## src/rtl/core/rpg_div.sv

```systemverilog
// ----------------------------------------------------------------------------
// rpg_div
// Pipelined restoring divider, one quotient bit per stage, several lanes.
// The caller guarantees num >> QW is below den.
// ----------------------------------------------------------------------------
module rpg_div #(
	parameter int LANES = 2,
	parameter int NW    = 26,
	parameter int DW    = 12,
	parameter int QW    = 26,
	parameter int TW    = 24
) (
	input  logic                        clk,
	input  logic                        arst_n,
	input  logic                        en,
	input  logic                        in_valid,
	input  logic [LANES-1:0][NW-1:0]    num,
	input  logic [LANES-1:0][DW-1:0]    den,
	input  logic [TW-1:0]               in_tag,
	output logic                        out_valid,
	output logic [LANES-1:0][QW-1:0]    quo,
	output logic [TW-1:0]               out_tag
);

	// index k holds what enters stage k; index QW is the last register
	logic [QW:0]                        vld_s;
	logic [QW:0][LANES-1:0][DW-1:0]     rem_s;
	logic [QW:0][LANES-1:0][QW-1:0]     low_s;
	logic [QW:0][LANES-1:0][QW-1:0]     qt_s;
	logic [QW:0][LANES-1:0][DW-1:0]     den_s;
	logic [QW:0][TW-1:0]                tag_s;

	always_comb begin
		vld_s[0] = in_valid;
		tag_s[0] = in_tag;
		for (int l = 0; l < LANES; l++) begin
			rem_s[0][l] = DW'(num[l] >> QW);
			low_s[0][l] = num[l][QW-1:0];
			qt_s[0][l]  = '0;
			den_s[0][l] = den[l];
		end
	end

	for (genvar k = 0; k < QW; k++) begin : g_stage
		logic [LANES-1:0][DW:0]   sh;
		logic [LANES-1:0]         ge;
		logic [LANES-1:0][DW:0]   diff;

		always_comb begin
			for (int l = 0; l < LANES; l++) begin
				sh[l]   = {rem_s[k][l], low_s[k][l][QW-1-k]};
				ge[l]   = sh[l] >= {1'b0, den_s[k][l]};
				diff[l] = sh[l] - {1'b0, den_s[k][l]};
			end
		end

		always_ff @(posedge clk or negedge arst_n) begin
			if (!arst_n) begin
				vld_s[k+1] <= 1'b0;
			end else if (en) begin
				vld_s[k+1] <= vld_s[k];
			end
		end

		always_ff @(posedge clk) begin
			if (en) begin
				tag_s[k+1] <= tag_s[k];
				for (int l = 0; l < LANES; l++) begin
					rem_s[k+1][l] <= ge[l] ? diff[l][DW-1:0] : sh[l][DW-1:0];
					low_s[k+1][l] <= low_s[k][l];
					qt_s[k+1][l]  <= qt_s[k][l] | (QW'(ge[l]) << (QW-1-k));
					den_s[k+1][l] <= den_s[k][l];
				end
			end
		end
	end

	assign out_valid = vld_s[QW];
	assign quo       = qt_s[QW];
	assign out_tag   = tag_s[QW];

endmodule

```

## config.mk

```make
export PLATFORM = sky130hd
export DESIGN_NAME = rpg_div
export DESIGN_NICKNAME = d
export VERILOG_FILES = /design/src/rtl/core/rpg_div.sv
export SDC_FILE = /design/constraint.sdc
export NUM_CORES = 2
export LEC_CHECK = 0
export ABC_AREA = 1
export BUFFER_PORTS_ARGS = -buffer_cell sky130_fd_sc_hd__buf_2
export CAP_MARGIN = 10
export CORE_UTILIZATION = 50
export DETAILED_ROUTE_END_ITERATION = 7
export PLACE_DENSITY = 0.73
export SYNTH_ARGS = -nofsm -noshare
export SYNTH_HDL_FRONTEND = slang
export SYNTH_SLANG_ARGS = --single-unit
```

## constraint.sdc

```tcl
create_clock -name clk -period 5.26 [get_ports clk]
set_input_delay 1.578 -clock clk [delete_from_list [all_inputs] [get_ports clk]]
set_output_delay 1.578 -clock clk [all_outputs]
set_load 0.05 [all_outputs]
```

# Word-level counts from Yosys, hierarchy flattened
# Index checks and enable logic that the tools add are counted.
# word_totals
out_inout_bits	77
input_bits	104
word_cells	458
reg_bits	3802
# classes
n_mux	50
order_cmp	52
add_sub_neg	50
bitwise_logic	50
# op_table
cell	count
>= comparator 13 x 12 -> 1 bit	50
2-to-1 mux 12 bit	48
subtractor 12 bit	48
bitwise OR 26 x 1 -> 26 bit	2
bitwise OR 26 x 10 -> 26 bit	2
bitwise OR 26 x 11 -> 26 bit	2
bitwise OR 26 x 12 -> 26 bit	2
bitwise OR 26 x 13 -> 26 bit	2
bitwise OR 26 x 14 -> 26 bit	2
bitwise OR 26 x 15 -> 26 bit	2
bitwise OR 26 x 16 -> 26 bit	2
bitwise OR 26 x 17 -> 26 bit	2
bitwise OR 26 x 18 -> 26 bit	2
bitwise OR 26 x 19 -> 26 bit	2
bitwise OR 26 x 2 -> 26 bit	2
bitwise OR 26 x 20 -> 26 bit	2
bitwise OR 26 x 21 -> 26 bit	2
bitwise OR 26 x 22 -> 26 bit	2
bitwise OR 26 x 23 -> 26 bit	2
bitwise OR 26 x 24 -> 26 bit	2
bitwise OR 26 x 25 -> 26 bit	2
bitwise OR 26 x 3 -> 26 bit	2
bitwise OR 26 x 4 -> 26 bit	2
bitwise OR 26 x 5 -> 26 bit	2
7 further kinds	14

# Depth between registers and ports, before layout
# depth
depth_word	2
mapped_depth	12
depth_no_buf	11

# Worst setup path before layout
# Ideal clock, no wire load.
# synth_timing
path_kind	input port to flip-flop
from	input num[25] (netlist bit)
to	register rem_s, in the netlist g_stage[1].sh[10], data pin
setup_ps	270
cell_stages	9
slack_ps	2453
n_path_buf	1
t_arrival_ps	2537
required_ps	4990
path_cell_list	inv_1 -> ha_1 -> inv_1 -> ha_1 -> nand3_1 -> nand2_1 -> nand2_1 -> clkbuf_1 -> nor2_1
# synth_between
elab_chain_len	1
word_cells_on_any_way	2
classes_between	1 x add/sub; 1 x order compare
# synth_rtl
item	line	rtl
start: declaration	17	input logic [LANES-1:0][NW-1:0] num,
subtractor 1 x 12 -> 12 bit or >= comparator 1 x 12 -> 1 bit (tied branches)	53, 52	
end signal: indexed assignment	69	rem_s[k+1][l] <= ge[l] ? diff[l][DW-1:0] : sh[l][DW-1:0];
end: declaration	27	logic [QW:0][LANES-1:0][DW-1:0] rem_s;
# Parallel ways exist; a longest one is shown, timed or not.
# A chain may end at the register's enable or synchronous reset.

# Worst setup path in the final report
# layout_timing
from	register qt_s, in the netlist quo[5]
to	output quo[5] (netlist bit)
# layout_lines
item	line	rtl
start: declaration	29	logic [QW:0][LANES-1:0][QW-1:0] qt_s;
start signal: indexed assignment	71	qt_s[k+1][l] <= qt_s[k][l] | (QW'(ge[l]) << (QW-1-k));
end: declaration	21	output logic [LANES-1:0][QW-1:0] quo,
# No word-level cell between the ends.

==> metrics.txt <==
setup repair bufs after CTS 0; reg2reg start den_s[79]; CTS tree built; synthesized instance count 12.4k; Final nets 13.6k; final worst clock skew around 0.045 ns; CTS Buf Count 336; RSZ-0062 raised after global routing no; Hold/Removal Path Class flop to flop; total power 85000 µW; maximum VDD drop 321 µV; crit path cell chain buf_2; Via Count 83.5k; latest clock arrival within the worst-skew pair 0.90 ns; P&R area growth vs syn 11.0%; antenna violations before repair 5; Worst path slowest cell edfxtp_1; DR iter-0 viols 5332; io pins about 180; CTS Hold Bufs 0; ys async rst share 0.812%; utilization after layout a little under three fifths; clock root cell clkbuf_16; die area 293000 µm²; EDFF count, synth 3176; CP required 3.68 ns; CP delay by family, top flip-flops; via/cell ratio just under 5; Crit Path Class flop to output port; post-synthesis sequential area ratio 66.1%; max_slew headroom 46.8%; DR pass1 iterations 6; final non-filler cell area 161000 µm²; Die Height 541 µm; status finished, final reports clean; worst hold path stage count 0; H-Tree Level Count 5; Final Setup Violations 0; Final Slew Violations 0; post-place setup slack roughly 1.8 ns; WP buf/inv 1; Ys Warns 0; Post-Synthesis Cell Area 145000 µm²; flop2flop setup slack 2.75 ns; WHS Endpoint low_s[763]; RR Endpoint g_stage[4].sh[2]; Initial Util 50.4%; Routed Antenna Nets 0; Max clock buf depth 4; Lkg Pwr roughly 0.07 µW; largest net degree at the start of global routing 127; Core ar. ~290000 µm²; Max-Cap Viols 0; first-pass GRT wire length 414000 µm; Clk pin slew, worst setup/hold paths around 0.060 ns; syn_nets approximately 13k; period utilization 59.1%; Post-Syn Area per Cell 11.7 µm²; most frequent cells in the layout edfxtp_1 (3176), nand2_1 (3154), inv_1 (2128), ha_1 (604), nand3_1 (577); total negative slack 0 ns; crit path max fanout 1; Power per Cell Area 528 nW/µm²; die width approximately 540 µm; crit end category output port; R2R depth 9; fmax approximately 320 MHz; number of global-route vias before repair approximately 82k; Total Routing Usage GR 17.4%; # rows 197; Top FF cell, synth edfxtp_1; Final Hold Viols 0; share of cells above drive strength 1 10.5%; FF+latch count, synth 3202; top cell type's share of synthesized area 65.7%; Worst Path Arrival 1.53 ns; DP HPWL 184000 µm; Least-Margin Pin Slew 0.790 ns; Worst path max stage delay 0.36 ns; Synth area leaders edfxtp_1 (66%), nand2_1 (8.2%), inv_1 (5.5%); fin worst setup slack about 2.2 ns; worst hold path startpoint low_s[711]; grt ovf 0; # DRC 0; Distinct cells, synth 37; TritonCTS Sinks between 3k and 4k; commonest non-fill, non-tap cell in the layout edfxtp_1; Period minus WS final just over 3 ns; Port Buffers 180; Critical Path Source Type flop; placed cell area 150000 µm²; routability cong. 0.902; final wirelength 256000 µm; per-cell routed wire length 15.2 µm; post-cts resize count 0; Yosys top cell by area edfxtp_1
==> how the worst max path moves through the flow <==
stage             from                end  slack, ns  cells past startpoint
2_1_floorplan  num[25]  g_stage[1].sh[10]       2.45                      9
3_3_place_gp        en            quo[44]       1.80                      3
3_5_place_dp        en         tag_s[571]       1.80                      3
4_1_cts         quo[0]             quo[0]       2.04                      1
5_1_grt         quo[0]             quo[0]       2.07                      1
6_report        quo[5]             quo[5]       2.15                      1
==> cells in the mapped netlist (93+ instances only) <==
cell type,instances
edfxtp_1,3176
nand2_1,3154
inv_1,2128
ha_1,604
nand3_1,577
nor2_1,557
nand4_1,437
xor2_1,212
nand3_2,203
a21oi_1,195
o21ai_1,178
o21ai_0,95
nand3b_1,93
==> cells by family (layout without fill, tap and decap cells) <==
logic type / count (synthesis) / in the layout / share of synthesized area, %
compound gates: 580 / 580 / 2.52
xor+xnor: 260 / 260 / 1.57
fa+ha+maj: 652 / 652 / 5.87
buf+inv: 2404 / 3088 / 6.92
flops: 3202 / 3202 / 66.1
other cells: 0 / 2 / 0
simple gates: 5327 / 5327 / 17.0
==> metal layers <==
layer,up-vias,global-route usage (%),part of all wire [%]
li1,42616,-,-
met1,38819,22.9,45
met2,1490,29.6,48
met3,526,2.10,3.8
met4,0,6.49,3.5
met5,-,0,0
==> metrics by stage <==
step                hold slack (ns)  std cells
finish                        0.391      16892
global placement              0.400      16279
detailed placement            0.405      16279
floorplan                     0.400      12425
CTS                           0.385      16890
global route                  0.401      16892
==> area by class of cell <==
class	instances	area [µm²]
Inverter	2216	8320
Clock inverter	206	2340
Antenna cell	2	5.00
Fill cell	23918	127000
Multi-Input combinational cell	6819	39200
Clock buffer	405	8780
Sequential cell	3202	96000
Tap cell	3781	4730
Timing Repair Buffer	261	1820
==> power breakdown <==
part	switching, µW	total [µW]	internal, µW
Clock	9680	23600	13900
Combinational	16900	26000	9110
Sequential	2120	35500	33300
==> flip-flops by register name, indices dropped and copies added, names as in the netlist <==
| register | count |
|---|---|
| den_s | 600 |
| g_stage.sh | 650 |
| low_s | 600 |
| out_tag | 24 |
| out_valid | 1 |
| qt_s | 650 |
| quo | 52 |
| tag_s | 600 |
| vld_s | 25 |
No activity file was read; power rests on OpenSTA's default activity.
