File: src/rtl/core/rpg_pkg.sv
// ----------------------------------------------------------------------------
// rpg_pkg
// Shared widths, register codes and beat types of the primary ray generator.
// ----------------------------------------------------------------------------
package rpg_pkg;

	localparam int FRAC_BITS = 14;
	localparam int MAX_DIM   = 2048;

	localparam int DIM_W   = 12;
	localparam int PIX_W   = 11;
	localparam int IDX_W   = 22;
	localparam int SCALE_W = 16;
	localparam int COL_W   = 48;
	localparam int COMP_W  = 16;
	localparam int DIR_W   = 16;
	localparam int CFG_IDX_W = 3;

	localparam int NDC_NW  = DIM_W + FRAC_BITS;
	localparam int MAG_W   = NDC_NW + SCALE_W;
	localparam int NORM_W  = 31;
	localparam int SQ_W    = 64;
	localparam int LEN_W   = 32;
	localparam int UNUM_W  = NORM_W + FRAC_BITS + 1;
	localparam int UQ_W    = 16;
	localparam int UNIT_W  = UQ_W + 1;
	localparam int DIR_MAX = 16384;

	typedef enum logic [CFG_IDX_W-1:0] {
		CFG_VP_WIDTH,
		CFG_VP_HEIGHT,
		CFG_SCALE_X,
		CFG_SCALE_Y,
		CFG_RIGHT,
		CFG_UP,
		CFG_BACK
	} cfg_idx_t;

	typedef struct packed {
		logic             neg_x;
		logic             neg_y;
		logic [IDX_W-1:0] idx;
	} side_t;

	typedef struct packed {
		side_t                       side;
		logic [2:0][NORM_W-1:0]      mag;
	} root_tag_t;

	typedef struct packed {
		logic signed [DIR_W-1:0] dir_x;
		logic signed [DIR_W-1:0] dir_y;
		logic signed [DIR_W-1:0] dir_z;
		logic [IDX_W-1:0]        pixel_index;
	} out_t;

	// zero acts as one, anything above the largest viewport is clipped
	function automatic logic [DIM_W-1:0] eff_size(input logic [DIM_W-1:0] v);
		logic [DIM_W-1:0] r;
		r = v;
		if (v == '0) begin
			r = DIM_W'(1);
		end else if (v > DIM_W'(MAX_DIM)) begin
			r = DIM_W'(MAX_DIM);
		end
		return r;
	endfunction

endpackage

File: src/rtl/core/rpg_isqrt.sv
// ----------------------------------------------------------------------------
// rpg_isqrt
// Pipelined integer square root of a 64-bit value, one root bit per stage.
// ----------------------------------------------------------------------------
module rpg_isqrt #(
	parameter int TW = 24
) (
	input  logic                        clk,
	input  logic                        arst_n,
	input  logic                        en,
	input  logic                        in_valid,
	input  logic [rpg_pkg::SQ_W-1:0]    rad,
	input  logic [TW-1:0]               in_tag,
	output logic                        out_valid,
	output logic [rpg_pkg::LEN_W-1:0]   root,
	output logic [TW-1:0]               out_tag
);
	import rpg_pkg::*;

	localparam int STG = SQ_W / 2;

	logic [STG:0]              vld_s;
	logic [STG:0][SQ_W-1:0]    v_s;
	logic [STG:0][SQ_W-1:0]    r_s;
	logic [STG:0][TW-1:0]      tag_s;

	assign vld_s[0] = in_valid;
	assign v_s[0]   = rad;
	assign r_s[0]   = '0;
	assign tag_s[0] = in_tag;

	for (genvar k = 0; k < STG; k++) begin : g_stage
		localparam logic [SQ_W:0] BIT = (SQ_W+1)'(1) << (SQ_W - 2 - 2 * k);
		logic [SQ_W:0] trial;
		logic          take;

		assign trial = {1'b0, r_s[k]} + BIT;
		assign take  = {1'b0, v_s[k]} >= trial;

		always_ff @(posedge clk or negedge arst_n) begin
			if (!arst_n) begin
				vld_s[k+1] <= 1'b0;
			end else if (en) begin
				vld_s[k+1] <= vld_s[k];
			end
		end

		always_ff @(posedge clk) begin
			if (en) begin
				tag_s[k+1] <= tag_s[k];
				if (take) begin
					v_s[k+1] <= v_s[k] - trial[SQ_W-1:0];
					r_s[k+1] <= (r_s[k] >> 1) + BIT[SQ_W-1:0];
				end else begin
					v_s[k+1] <= v_s[k];
					r_s[k+1] <= r_s[k] >> 1;
				end
			end
		end
	end

	assign out_valid = vld_s[STG];
	assign root      = r_s[STG][LEN_W-1:0];
	assign out_tag   = tag_s[STG];

endmodule

File: config.mk
export PLATFORM = sky130hd
export DESIGN_NAME = rpg_isqrt
export DESIGN_NICKNAME = d
export VERILOG_FILES = /design/src/rtl/core/rpg_pkg.sv /design/src/rtl/core/rpg_isqrt.sv
export SDC_FILE = /design/constraint.sdc
export NUM_CORES = 2
export LEC_CHECK = 0
export BUFFER_PORTS_ARGS = -buffer_cell sky130_fd_sc_hd__buf_2
export CORE_ASPECT_RATIO = 1.75
export CORE_MARGIN = 2
export CORE_UTILIZATION = 50
export DETAILED_ROUTE_END_ITERATION = 8
export GPL_ROUTABILITY_DRIVEN = 0
export GPL_TIMING_DRIVEN = 0
export PLACE_DENSITY = 0.65
export RECOVER_POWER = 100
export SLEW_MARGIN = 20
export SYNTH_ARGS = -nofsm -noshare
export SYNTH_HDL_FRONTEND = slang
export SYNTH_SLANG_ARGS = --single-unit
File: constraint.sdc
create_clock -name clk -period 11.2 [get_ports clk]
set_input_delay 2.24 -clock clk [delete_from_list [all_inputs] [get_ports clk]]
set_output_delay 2.24 -clock clk [all_outputs]
set_load 0.005 [all_outputs]
; Yosys cells after proc, flatten, opt, wreduce, memory -nomap -nowiden
; Cells that the tools add are included.
[totals]
regBits = 4800
latchBits = 0
ram_bits = 0
mem_bits_ro = 0
input_bits = 92
output_inout_bits = 57
wordCells = 345
mem_count = 0
[op_classes]
addsub = 93
mul = 0
n_div = 0
order_cmp = 32
n_eq_ne = 0
n_shift = 0
muxes = 63
bitwise = 0
reduce_logical = 0
[ops]
columns = operator, count
row1 = $ge 64x65->1, 31
row2 = $mux 64, 31
row3 = $mux 63, 31
row4 = $sub 64x64->64, 30
row5 = $add 64x1->65 const B, 1
row6 = $add 64x11->65 const B, 1
row7 = $add 64x13->65 const B, 1
row8 = $add 64x15->65 const B, 1
row9 = $add 64x17->65 const B, 1
row10 = $add 64x19->65 const B, 1
row11 = $add 64x21->65 const B, 1
row12 = $add 64x23->65 const B, 1
row13 = $add 64x25->65 const B, 1
row14 = $add 64x27->65 const B, 1
row15 = $add 64x29->65 const B, 1
row16 = $add 64x3->65 const B, 1
row17 = $add 64x31->65 const B, 1
row18 = $add 64x33->65 const B, 1
row19 = $add 64x35->65 const B, 1
row20 = $add 64x37->65 const B, 1
row21 = $add 64x39->65 const B, 1
row22 = $add 64x41->65 const B, 1
row23 = $add 64x43->65 const B, 1
row24 = $add 64x45->65 const B, 1
row25 = other kinds (45), 45

; Depth between registers and ports, before layout
[logic_depth]
depth_word = 3
ltp_mapped = 15
mapped_depth_nobuf = 13

; Least setup slack after synthesis
; Ideal clock, no wire load.
[synth_timing]
path_kind = input port to flip-flop
startpoint = input rad[63] in the netlist's numbering
endpoint = register v_s[127] in the netlist's numbering, data pin
setup_ns = 0.279
t_arrival_ns = 3.448
required_time_ns = 10.921
setup_slack_ns = 7.472
stages = 6
n_path_buf = 0
path_cell_list = inv_1 ha_1 nor4b_1 nand4_1 o41ai_1 a21oi_1
[synth_via]
elab_chain_cells = 2
word_cells_on_any_way = 3
cone_classes = 1 x add/sub / 1 x order compare / 1 x mux
[synth_rtl]
columns = item, line_no
row1 = start: declaration, rpg_isqrt.sv:12  ; input logic [rpg_pkg::SQ_W-1:0] rad,
row2 = $ge 64x63->1, rpg_isqrt.sv:38  ; assign take = {1'b0, v_s[k]} >= trial;
row3 = via g_stage[0].take, rpg_isqrt.sv:35  ; logic take;
row4 = $mux 64, rpg_isqrt.sv:51  ; if (take) begin
row5 = end signal: indexed assignment, rpg_isqrt.sv:52  ; v_s[k+1] <= v_s[k] - trial[SQ_W-1:0];
row6 = end signal: indexed assignment, rpg_isqrt.sv:55  ; v_s[k+1] <= v_s[k];
row7 = end: declaration, rpg_isqrt.sv:23  ; logic [STG:0][SQ_W-1:0] v_s;
; The timed path passes the listed nets, and every way through them passes these cells.
; A chain may end at the register's enable or synchronous reset.

; Worst setup path after layout
[layout_timing]
startpoint = input en
endpoint = register v_s[1423] in the netlist's numbering (enable)
[layout_lines]
columns = item, line_no
row1 = start: declaration, rpg_isqrt.sv:10  ; input logic en,
; No word-level cell between the ends.

==> results_dict.tcl <==
set metrics [dict create \
    crit_path_end_kind "flop" \
    grt.total_usage_pct 23.0 \
    clkTransAtPathRegs_ns 0.06 \
    critical_path_depth 5 \
    dieArea_sq_mm 0.293 \
    ir_worst_vdd_mv 0.161 \
    cp.arrival_ns 8.66 \
    antenna_found_initial 17 \
    via_count 85450 \
    ys.warnings.count 0 \
    core-area_sq_mm 0.288 \
    place_worst_setup_slack_ns 3.97 \
    hpwl_mm 257 \
    mappedNetlistArea_sq_mm 0.144 \
    period_share_pct 74.3 \
    critical_path.slowest_cell "clkdlybuf4s25_1" \
    drtIter0Drc 5185 \
    cts_root_buf "clkbuf_16" \
    post-route-util_pct 55.7 \
    clock_sinks 3312 \
    run_status "complete, but fails checks" \
    synth_common_cells "edfxtp_1, inv_1, a21oi_1" \
    cts_htree_levels 5 \
    swShare_pct 28.2 \
    yosys.area.top_type "edfxtp_1" \
    cts_setup_buffers 0 \
    power_frac_comb_pct 19.3 \
    ys_types 82 \
    whs_ns 0.391 \
    viasPerCell 5.71 \
    finalNonFillerCells 14967 \
    drtAntennaViolNets 0 \
    cpPeakStageDelay_ns 4.11 \
    finClkSkew_ns 0.0721 \
    tightest_slew_ns 5.66 \
    cap_viol_max_count 15 \
    wirelength_mm 343 \
    dr.pass1.iters 6 \
    cts_resized 0 \
    grt_pass1_wl_mm 504 \
    synth_top_flop_cell "edfxtp_1" \
    die_x_um 410 \
    switching_power_mw 9.31 \
    worst-path-buf-inv 5 \
    pwr_density_cell_mw_per_mm2 206 \
    required_ns 11.54 \
    synth_seq_cells 3312 \
    drive_above_1_share_pct 7.24 \
    cts_buffers 309 \
    placed_area_sq_mm 0.151 \
    io_pins 149 \
    fin_total_pwr_mw 33.0 \
    fillers 22641 \
    fin_tns_setup_ns 0 \
    fin_area_sq_mm 0.160 \
    drv_slew 947 \
    slew-limit-headroom_pct -277 \
    synth-seq-area-share_pct 68.8 \
    overflow 0 \
    area_delta_synth_final_pct 11.2 \
    rsz0062_at_grt "no" \
    wl_per_cell_um 22.9 \
    violations "max-capacitance violations, max-slew violations" \
    hold_class "reg -> reg" \
    finalNetCount 11473 \
    synth_edf_count 3280 \
    syn_inst 10317 \
    syn_area_per_cell_sq_um 14.0 \
    remaining_drc_errors 0 \
    hold_buffers 0 \
    yosysMostFrequentCell "edfxtp_1" \
    p_int_mw 23.7 \
    fmax_ghz 0.120 \
    clock_latency_ns 0.91 \
    synth_top_area_share_pct 68.2 \
    cp_cell_sequence "buf_12 > buf_16 > buf_16 > buf_16 > clkdlybuf4s25_1" \
    clockPowerShare_pct 31.1 \
    p_seq_share_pct 49.6 \
    cts_buffer_depth 4 \
    synthArstFlopShare_pct 0.966 \
    crit_type "in -> reg" \
    finalHoldViolCount 0 \
    synth.area.top_cells "edfxtp_1, ha_1, xor2_1" \
    crit_fanout 134 \
    cts_tree "built" \
    path_common_cell "buf_16" \
    period_needed_ns 8.32 \
    critPathLaunchType "input pin" \
    grt_max_degree 158 \
    dp_cells 14325 \
    crit_family "buffers and inverters" \
    leakage_nw 58.8 \
    start_util_pct 50.1 \
    grt_pass1_vias 91907 \
    ff2ff_path_depth 12 \
    hold_path_depth 0 \
    setup_viol 0 \
    numPortBuffers 148 \
    setup_slack_ns 2.88 \
    rows 261 \
    die_y_um 715 \
    synthesis.nets 10967 \
]
[final cells by class]
| type | instances | area (sq um) | area share (%) |
|---|---|---|---|
| Inverter | 679 | 2550 | 1.59 |
| Buffer | 225 | 932 | 0.581 |
| Timing Repair Buffer | 195 | 1340 | 0.833 |
| Multi-Input combinational cell | 6101 | 41700 | 26.0 |
| Sequential cell | 3312 | 99300 | 61.9 |
| Clock inverter | 157 | 1410 | 0.880 |
| Tap cell | 3813 | 4770 | 2.97 |
| Antenna cell | 99 | 248 | 0.154 |
| Clock buffer | 386 | 8260 | 5.15 |
[final timing paths]
kind | endpoint | startpoint | slack, ns
worst max-delay path | v_s[1423] | en | 2.88
worst min-delay path | tag_s[682] | tag_s[658] | 0.39
worst max register to register | v_s[1882] | v_s[1818] | 3.31
worst min register to register | tag_s[682] | tag_s[658] | 0.39
max in group asynchronous | vld_s[13] | arst_n | 8.47
min in group asynchronous | vld_s[29] | arst_n | 1.76
[sequential cells by signal, summed over array words and instances (netlist names)]
signal	flops
v_s	1984
root	32
r_s	496
out_valid	1
tag_s	744
out_tag	24
vld_s	31
[power by group through the flow]
stage	clock network [mW]	registers [mW]	logic, mW
floorplan	0	16.3	4.35
global placement	0	17.7	5.96
detailed placement	0	16.6	6.23
CTS	10.5	16.3	6.27
global route	10.9	16.5	6.92
finish	10.3	16.4	6.36
[kinds of logic (layout without fill, tap and decap cells)]
logic type | count (synthesis) | in the layout | synth area share (%)
other | 0 | 99 | 0
AO/OA/AOI/OAI | 1756 | 1756 | 7.48
XOR/XNOR | 876 | 876 | 5.32
AND/OR/NAND/NOR | 2759 | 2759 | 9.98
flip-flops | 3312 | 3312 | 68.8
adder cells (fa/ha/maj) | 558 | 558 | 4.84
buffers and inverters | 904 | 1642 | 2.42
multiplexers | 152 | 152 | 1.18
[layout by cell type (no fill, tap or decap), drive strengths merged, types with 96 or more instances in the layout]
master,instances
a21o,230
a21oi,652
buf,119
clkbuf,686
clkinv,110
diode,99
edfxtp,3280
ha,558
inv,690
mux2,140
nand2,512
nand2b,116
nand3,149
nand4,150
nor2,651
nor3,269
nor4,349
o21a,96
o21ai,375
or3,122
xnor2,431
xor2,445
[routing by layer]
layer	share of wire, %	GRT usage, %	up-vias
li1	-	-	40017
met1	24	14.1	41461
met2	59	48.4	2582
met3	3.1	3.23	1388
met4	14	26.8	2
met5	0.0035	0	-
Note: power is estimated with default switching activity, not from simulation.
