$ cat src/rtl/core/rpg_pkg.sv
// ----------------------------------------------------------------------------
// rpg_pkg
// Shared widths, register codes and beat types of the primary ray generator.
// ----------------------------------------------------------------------------
package rpg_pkg;

	localparam int FRAC_BITS = 14;
	localparam int MAX_DIM   = 2048;

	localparam int DIM_W   = 12;
	localparam int PIX_W   = 11;
	localparam int IDX_W   = 22;
	localparam int SCALE_W = 16;
	localparam int COL_W   = 48;
	localparam int COMP_W  = 16;
	localparam int DIR_W   = 16;
	localparam int CFG_IDX_W = 3;

	localparam int NDC_NW  = DIM_W + FRAC_BITS;
	localparam int MAG_W   = NDC_NW + SCALE_W;
	localparam int NORM_W  = 31;
	localparam int SQ_W    = 64;
	localparam int LEN_W   = 32;
	localparam int UNUM_W  = NORM_W + FRAC_BITS + 1;
	localparam int UQ_W    = 16;
	localparam int UNIT_W  = UQ_W + 1;
	localparam int DIR_MAX = 16384;

	typedef enum logic [CFG_IDX_W-1:0] {
		CFG_VP_WIDTH,
		CFG_VP_HEIGHT,
		CFG_SCALE_X,
		CFG_SCALE_Y,
		CFG_RIGHT,
		CFG_UP,
		CFG_BACK
	} cfg_idx_t;

	typedef struct packed {
		logic             neg_x;
		logic             neg_y;
		logic [IDX_W-1:0] idx;
	} side_t;

	typedef struct packed {
		side_t                       side;
		logic [2:0][NORM_W-1:0]      mag;
	} root_tag_t;

	typedef struct packed {
		logic signed [DIR_W-1:0] dir_x;
		logic signed [DIR_W-1:0] dir_y;
		logic signed [DIR_W-1:0] dir_z;
		logic [IDX_W-1:0]        pixel_index;
	} out_t;

	// zero acts as one, anything above the largest viewport is clipped
	function automatic logic [DIM_W-1:0] eff_size(input logic [DIM_W-1:0] v);
		logic [DIM_W-1:0] r;
		r = v;
		if (v == '0) begin
			r = DIM_W'(1);
		end else if (v > DIM_W'(MAX_DIM)) begin
			r = DIM_W'(MAX_DIM);
		end
		return r;
	endfunction

endpackage

$ cat src/rtl/core/rpg_norm.sv
// ----------------------------------------------------------------------------
// rpg_norm
// Block normalization: scale three magnitudes by a common power of two so
// the largest lands in [2^30, 2^31). Three stages: max, leading one, shift.
// ----------------------------------------------------------------------------
module rpg_norm #(
	parameter int TW = 24
) (
	input  logic                                clk,
	input  logic                                arst_n,
	input  logic                                en,
	input  logic                                in_valid,
	input  logic [2:0][rpg_pkg::MAG_W-1:0]      mag_in,
	input  logic [TW-1:0]                       in_tag,
	output logic                                out_valid,
	output logic [2:0][rpg_pkg::NORM_W-1:0]     mag_out,
	output logic [TW-1:0]                       out_tag
);
	import rpg_pkg::*;

	localparam int POS_W = $clog2(MAG_W);
	localparam logic [POS_W-1:0] TOP = POS_W'(NORM_W - 1);

	logic                   v_s1, v_s2, v_s3;
	logic [2:0][MAG_W-1:0]  mag_s1, mag_s2;
	logic [MAG_W-1:0]       max_s1;
	logic [POS_W-1:0]       pos_s2;
	logic [2:0][NORM_W-1:0] mag_s3;
	logic [TW-1:0]          tag_s1, tag_s2, tag_s3;

	logic [MAG_W-1:0]       max_c;
	logic [POS_W-1:0]       pos_c;
	logic [2:0][MAG_W-1:0]  sh_c;

	always_comb begin
		max_c = mag_in[0];
		if (mag_in[1] > max_c) begin
			max_c = mag_in[1];
		end
		if (mag_in[2] > max_c) begin
			max_c = mag_in[2];
		end
	end

	always_comb begin
		pos_c = '0;
		for (int b = 0; b < MAG_W; b++) begin
			if (max_s1[b]) begin
				pos_c = POS_W'(b);
			end
		end
	end

	always_comb begin
		for (int l = 0; l < 3; l++) begin
			if (pos_s2 > TOP) begin
				sh_c[l] = mag_s2[l] >> (pos_s2 - TOP);
			end else begin
				sh_c[l] = mag_s2[l] << (TOP - pos_s2);
			end
		end
	end

	always_ff @(posedge clk or negedge arst_n) begin
		if (!arst_n) begin
			v_s1 <= 1'b0;
			v_s2 <= 1'b0;
			v_s3 <= 1'b0;
		end else if (en) begin
			v_s1 <= in_valid;
			v_s2 <= v_s1;
			v_s3 <= v_s2;
		end
	end

	always_ff @(posedge clk) begin
		if (en) begin
			mag_s1 <= mag_in;
			max_s1 <= max_c;
			tag_s1 <= in_tag;
			mag_s2 <= mag_s1;
			pos_s2 <= pos_c;
			tag_s2 <= tag_s1;
			for (int l = 0; l < 3; l++) begin
				mag_s3[l] <= sh_c[l][NORM_W-1:0];
			end
			tag_s3 <= tag_s2;
		end
	end

	assign out_valid = v_s3;
	assign mag_out   = mag_s3;
	assign out_tag   = tag_s3;

endmodule

$ cat config.mk
export PLATFORM = sky130hd
export DESIGN_NAME = rpg_norm
export DESIGN_NICKNAME = d
export VERILOG_FILES = /design/src/rtl/core/rpg_pkg.sv /design/src/rtl/core/rpg_norm.sv
export SDC_FILE = /design/constraint.sdc
export NUM_CORES = 1
export LEC_CHECK = 0
export BUFFER_PORTS_ARGS = -buffer_cell sky130_fd_sc_hd__buf_4
export CAP_MARGIN = 20
export CORE_MARGIN = 1
export CORE_UTILIZATION = 44
export CTS_BUF_LIST = sky130_fd_sc_hd__clkbuf_8
export DETAILED_ROUTE_END_ITERATION = 12
export PLACE_DENSITY = 0.7
export SLEW_MARGIN = 30
export SYNTH_ARGS = -nofsm -noshare
export SYNTH_HDL_FRONTEND = slang
export SYNTH_SLANG_ARGS = --single-unit
$ cat constraint.sdc
create_clock -name clk -period 4.3 [get_ports clk]
set_input_delay 0.43 -clock clk [delete_from_list [all_inputs] [get_ports clk]]
set_output_delay 0.43 -clock clk [all_outputs]
set_load 0.01 [all_outputs]
After elaboration in Yosys (flattened, before gate mapping)
Index checks and enable logic that the tools add are counted.
W data, S select, Z words.

word-level totals
  input bits = 154
  bits in latches = 0
  RAM bits = 0
  output and inout bits = 118
  register bits after elaboration = 468
  ROM bits = 0
  memories = 0

cells by class
  magnitude comparators = 3
  shift operators = 6
  add/sub/neg operators = 2
  muxes and demuxes = 45
  multiply operators = 0
  divide/modulo/power cells = 0
  eq/ne operators = 0
  reductions and logical operators = 2
  bitwise gates (word level) = 0

operator list
  cell                   number
  $mux W6                30
  $shl A42 B6 Y31        3
  $shr A42 B6 Y31        3
  $mux W31               3
  $gt A42 B42 Y1         2
  $mux W42               2
  $mux W4                8
  $reduce_or A10 Y1      1
  $gt A6 B5 Y1 const B   1
  $sub A5 B6 Y6 const A  1
  $sub A6 B5 Y6 const B  1
  $mux W1                2
  $reduce_or A2 Y1       1

Depth between registers and ports, before layout
  depth after elaboration = 40
  mapped depth = 20

Least setup slack after synthesis
OpenSTA, ideal clock, no wires.

  path kind = input to register
  start = input mag_in[15] in the netlist's numbering
  end = register max_s1[10] (data pin)
  required time = 4021 ps
  arrival time = 4112 ps
  path slack = -90 ps
  stages = 19
  setup time = 279 ps
  path through = inv_1 > ha_1 > a211oi_1 > nor2_1 > o41a_1 > o41ai_2 > a31oi_4 > buf_6 > mux2_1 > ha_1 > nor2b_1 > nor3_1 > o21ai_0 > a21oi_1 > o21ai_0 > a31oi_1 > o22ai_1 > clkbuf_1 > mux2i_1

between the ends
  longest elaborated chain between the ends = 4

ends and longest elaborated chain
  item                  line            RTL
  from (decl)           rpg_norm.sv:13  input logic [2:0][rpg_pkg::MAG_W-1:0] mag_in,
  $gt A42 B42 Y1        rpg_norm.sv:37  if (mag_in[1] > max_c) begin
  $mux W42 (*)          rpg_norm.sv:37
  $gt A42 B42 Y1        rpg_norm.sv:40  if (mag_in[2] > max_c) begin
  $mux W42 (*)          rpg_norm.sv:40
  net max_c[10]         rpg_norm.sv:31  logic [MAG_W-1:0] max_c;
  to (signal assigned)  rpg_norm.sv:79  max_s1 <= max_c;
  to (decl)             rpg_norm.sv:26  logic [MAG_W-1:0] max_s1;

The timed path passes the listed nets; every way through them passes the cells marked *.
A chain may end at the register's enable or synchronous reset.

Final worst setup path
  start = input mag_in[15] in the netlist's numbering
  end = register max_s1[37] (data pin)

The elaborated chain is that of the path after synthesis.

==> impl_metrics.ini <==
[synthesis]
synth_nets = 2685
synthTopCellsByCount = edfxtp_1, nand2_1, mux2i_1
async_reset_ff_share_pct = 0.6424
synth_top_area_share_pct = 48.89
synth_enable_flop_cells = 464
synth_top_area_cell = edfxtp_1
ys_types = 64
post-synth-top-count-cell = edfxtp_1
ys_seq_elements = 467
syn_inst = 2444
netlist_area_mm2 = 0.02850
syn_avg_cell_area_um2 = 11.66
yosys_warnings = 0
synth_flop_cell = edfxtp_1
ys_seq_area_share_pct = 49.15
yosys-top-cells-area = edfxtp_1, mux4_2, mux2i_1, ha_1, nand2_1

[global_routing]
first_global_vias = 23026
grt_max_degree = 128
grt-ovfl-total = 0
grt_usage_pct = 34.70
grt_pass1_wl_um = 165000
antenna_found_initial = 1

[sta]
setup_slack_ns = 0.1363
setup_viol = 0
final.period_utilization_pct = 96.83
worst_pin_slew_ns = 1.035
finClkSkew_ns = 0.03518
fmax_mhz = 240.2
slew_headroom_pct = 30.29
drv_slew = 0
fin_crit_ns = 4.164
hold_violations = 0
holdWs_ns = 0.04996

[worst_setup_path]
crit_chain = buf_4 -> inv_1 -> ha_1 -> a211oi_1 -> nor2_1 -> o41a_1 -> o41ai_4 -> a31oi_4 -> buf_12 -> buf_12 -> buf_4 -> mux2i_2 -> ha_1 -> nand4_1 -> nor4_1 -> buf_4 -> nand3_1 -> o22ai_4 -> buf_12 -> mux2i_1
crit_path_max_incr_delay_ns = 0.44
r2r_slack_ns = 0.55
cp.arrival_ns = 4.66
cp-end-kind = flip-flop
path_class = in -> reg
path_delay_family = compound AO/OA/AOI/OAI gates
critPathBufInv = 7
cp-start-kind = input pin
path_max_fanout = 23
worst_path_max_delay_cell = o41a_1
crit_required_ns = 4.80

[drt]
drtAntennaViolNets = 0
first_pass_iters = 6
vias = 23687
drt_iter0_markers = 2823
route.detailed.drc = 0
wl_per_cell_um = 30.19
totalWireLength_um = 116200
viasPerCell = 6.154

[place]
place_hpwl_um = 90090
portBuffers = 271
place_ws_ns = -0.7990
dp_cells = 3630
placed_cell_area_mm2 = 0.03303
gp_congestion = 1.048

[cts]
cts_tree = done
clock_sinks = 467
cts_buffers = 77
clockBufferDepth = 3
cts_max_level = 3
clkLatencyLatePin_ns = 0.69
cts_root_buffer = clkbuf_8
clk_pin_slew_worst_paths_ns = 0.06

[floorplan]
die_h_um = 256.5
pin_count = 272
core_area_mm2 = 0.06354
start_util_pct = 44.85
die-area_mm2 = 0.06579
rows = 92
die_w_um = 256.5

[cells_and_area]
fin_cells = 3849
post-route-util_pct = 55.66
fillers = 5350
final_area_mm2 = 0.03536
area_growth_pct = 24.09
final_nets = 3182
drive_gt1_share_pct = 29.12

[power]
peakVddDrop_mv = 0.3154
p_leak_nw = 14.01
powerDensity_mw_per_mm2 = 451.8

[flow_run]
maxCapViolations = 0

[worst_hold_path]
hold_class = in -> reg

[status]
outcome = complete, no violations
power by group:
part	switching [mW]	total (mW)	internal (mW)	leakage [nW]
clock	1.82	3.76	1.94	0.844
combinational	3.95	6.30	2.35	8.56
sequential	0.305	5.92	5.62	4.60
sequential cells by signal, indices dropped and copies added (netlist names):
name and cells:
tag_s2 24, mag_s2 126, max_s1 41, pos_s2 6, out_tag 24, v_s2 1, out_valid 1, v_s1 1
mag_s1 126, tag_s1 24, mag_out 93
layer usage:
layer	part of all wire, %	global-route usage (%)	up-vias
met5	0	0	-
met4	5.3	17.38	0
met3	8.4	6.742	204
met2	46	54.03	1318
met1	41	46.32	11755
li1	-	-	10410
worst paths after layout:
kind | cells after the start | startpoint | endpoint
hold / removal | 2 | mag_in[80] | mag_s1[80]$_DFFE_PP_
min in group asynchronous | 2 | arst_n | v_s1$_DFFE_PN0P_
max in group asynchronous | 2 | arst_n | v_s2$_DFFE_PN0P_
hold reg to reg | 0 | mag_s1[72]$_DFFE_PP_ | mag_s2[72]$_DFFE_PP_
setup reg to reg | 8 | pos_s2[1]$_SDFFCE_PP0P_ | mag_out[86]$_DFFE_PP_
setup / recovery | 20 | mag_in[15] | max_s1[37]$_DFFE_PP_
area by class of cell:
| type | count | area [um^2] | area share, % |
|---|---|---|---|
| diodes | 2 | 5.005 | 0.01415 |
| clock buffers | 81 | 1115 | 3.152 |
| clock inverters | 58 | 346.6 | 0.9800 |
| inverters | 99 | 371.6 | 1.051 |
| multi-input cells | 1707 | 13580 | 38.40 |
| flip-flops and latches | 467 | 14010 | 39.61 |
| well taps | 846 | 1059 | 2.993 |
| repair buffers | 589 | 4880 | 13.80 |
repair_timing:
action	4_1_cts	5_1_grt
gates resized for setup	1	13
buffers inserted	0	5
endpoints found under the hold margin	74	0
pin swaps	0	4
hold buffers	72	0
setup endpoints to repair	39	41
kinds of logic after synthesis:
group	count (synthesis)	synth area share (%)
AND/OR/NAND/NOR	595	8.798
multiplexers	455	21.60
buffers and inverters	270	4.065
XOR/XNOR	10	0.3073
AO/OA/AOI/OAI	560	12.26
flip-flops	467	49.15
adder cells (fa/ha/maj)	87	3.820
stage by stage:
stage | total power, mW | TNS (ns)
2_1_floorplan | 9.134 | -3.617
3_3_place_gp | 12.02 | -24.91
3_5_place_dp | 12.03 | -28.82
4_1_cts | 15.84 | 0
5_1_grt | 16.50 | -0.01556
6_report | 15.98 | 0
cell usage in the layout, fill, tap and decap left out, types with 6 or more instances in the layout:
master         count
a21o_1             6
nor4_1            10
and3_1             8
o211ai_1          19
nor3_1            30
nand2b_1           7
edfxtp_1         464
nor2_1           197
buf_4            495
o21ai_0          145
o221ai_1          30
a211oi_1          64
nand4_1           19
mux2i_1          225
nand3_1           29
nand2_1          259
o22ai_1           33
ha_1              85
clkinv_1          15
o31ai_1            9
a22oi_1            7
o21ai_1           21
a31oi_1           10
nor2b_1           20
inv_1            125
clkbuf_8          81
dlygate4sd3_1     72
a21oi_1          147
a32oi_1            7
mux4_2           108
mux2_2            81
buf_12            20
clkinv_2           8
mux2i_2           39
(Power assumes the default switching activity.)
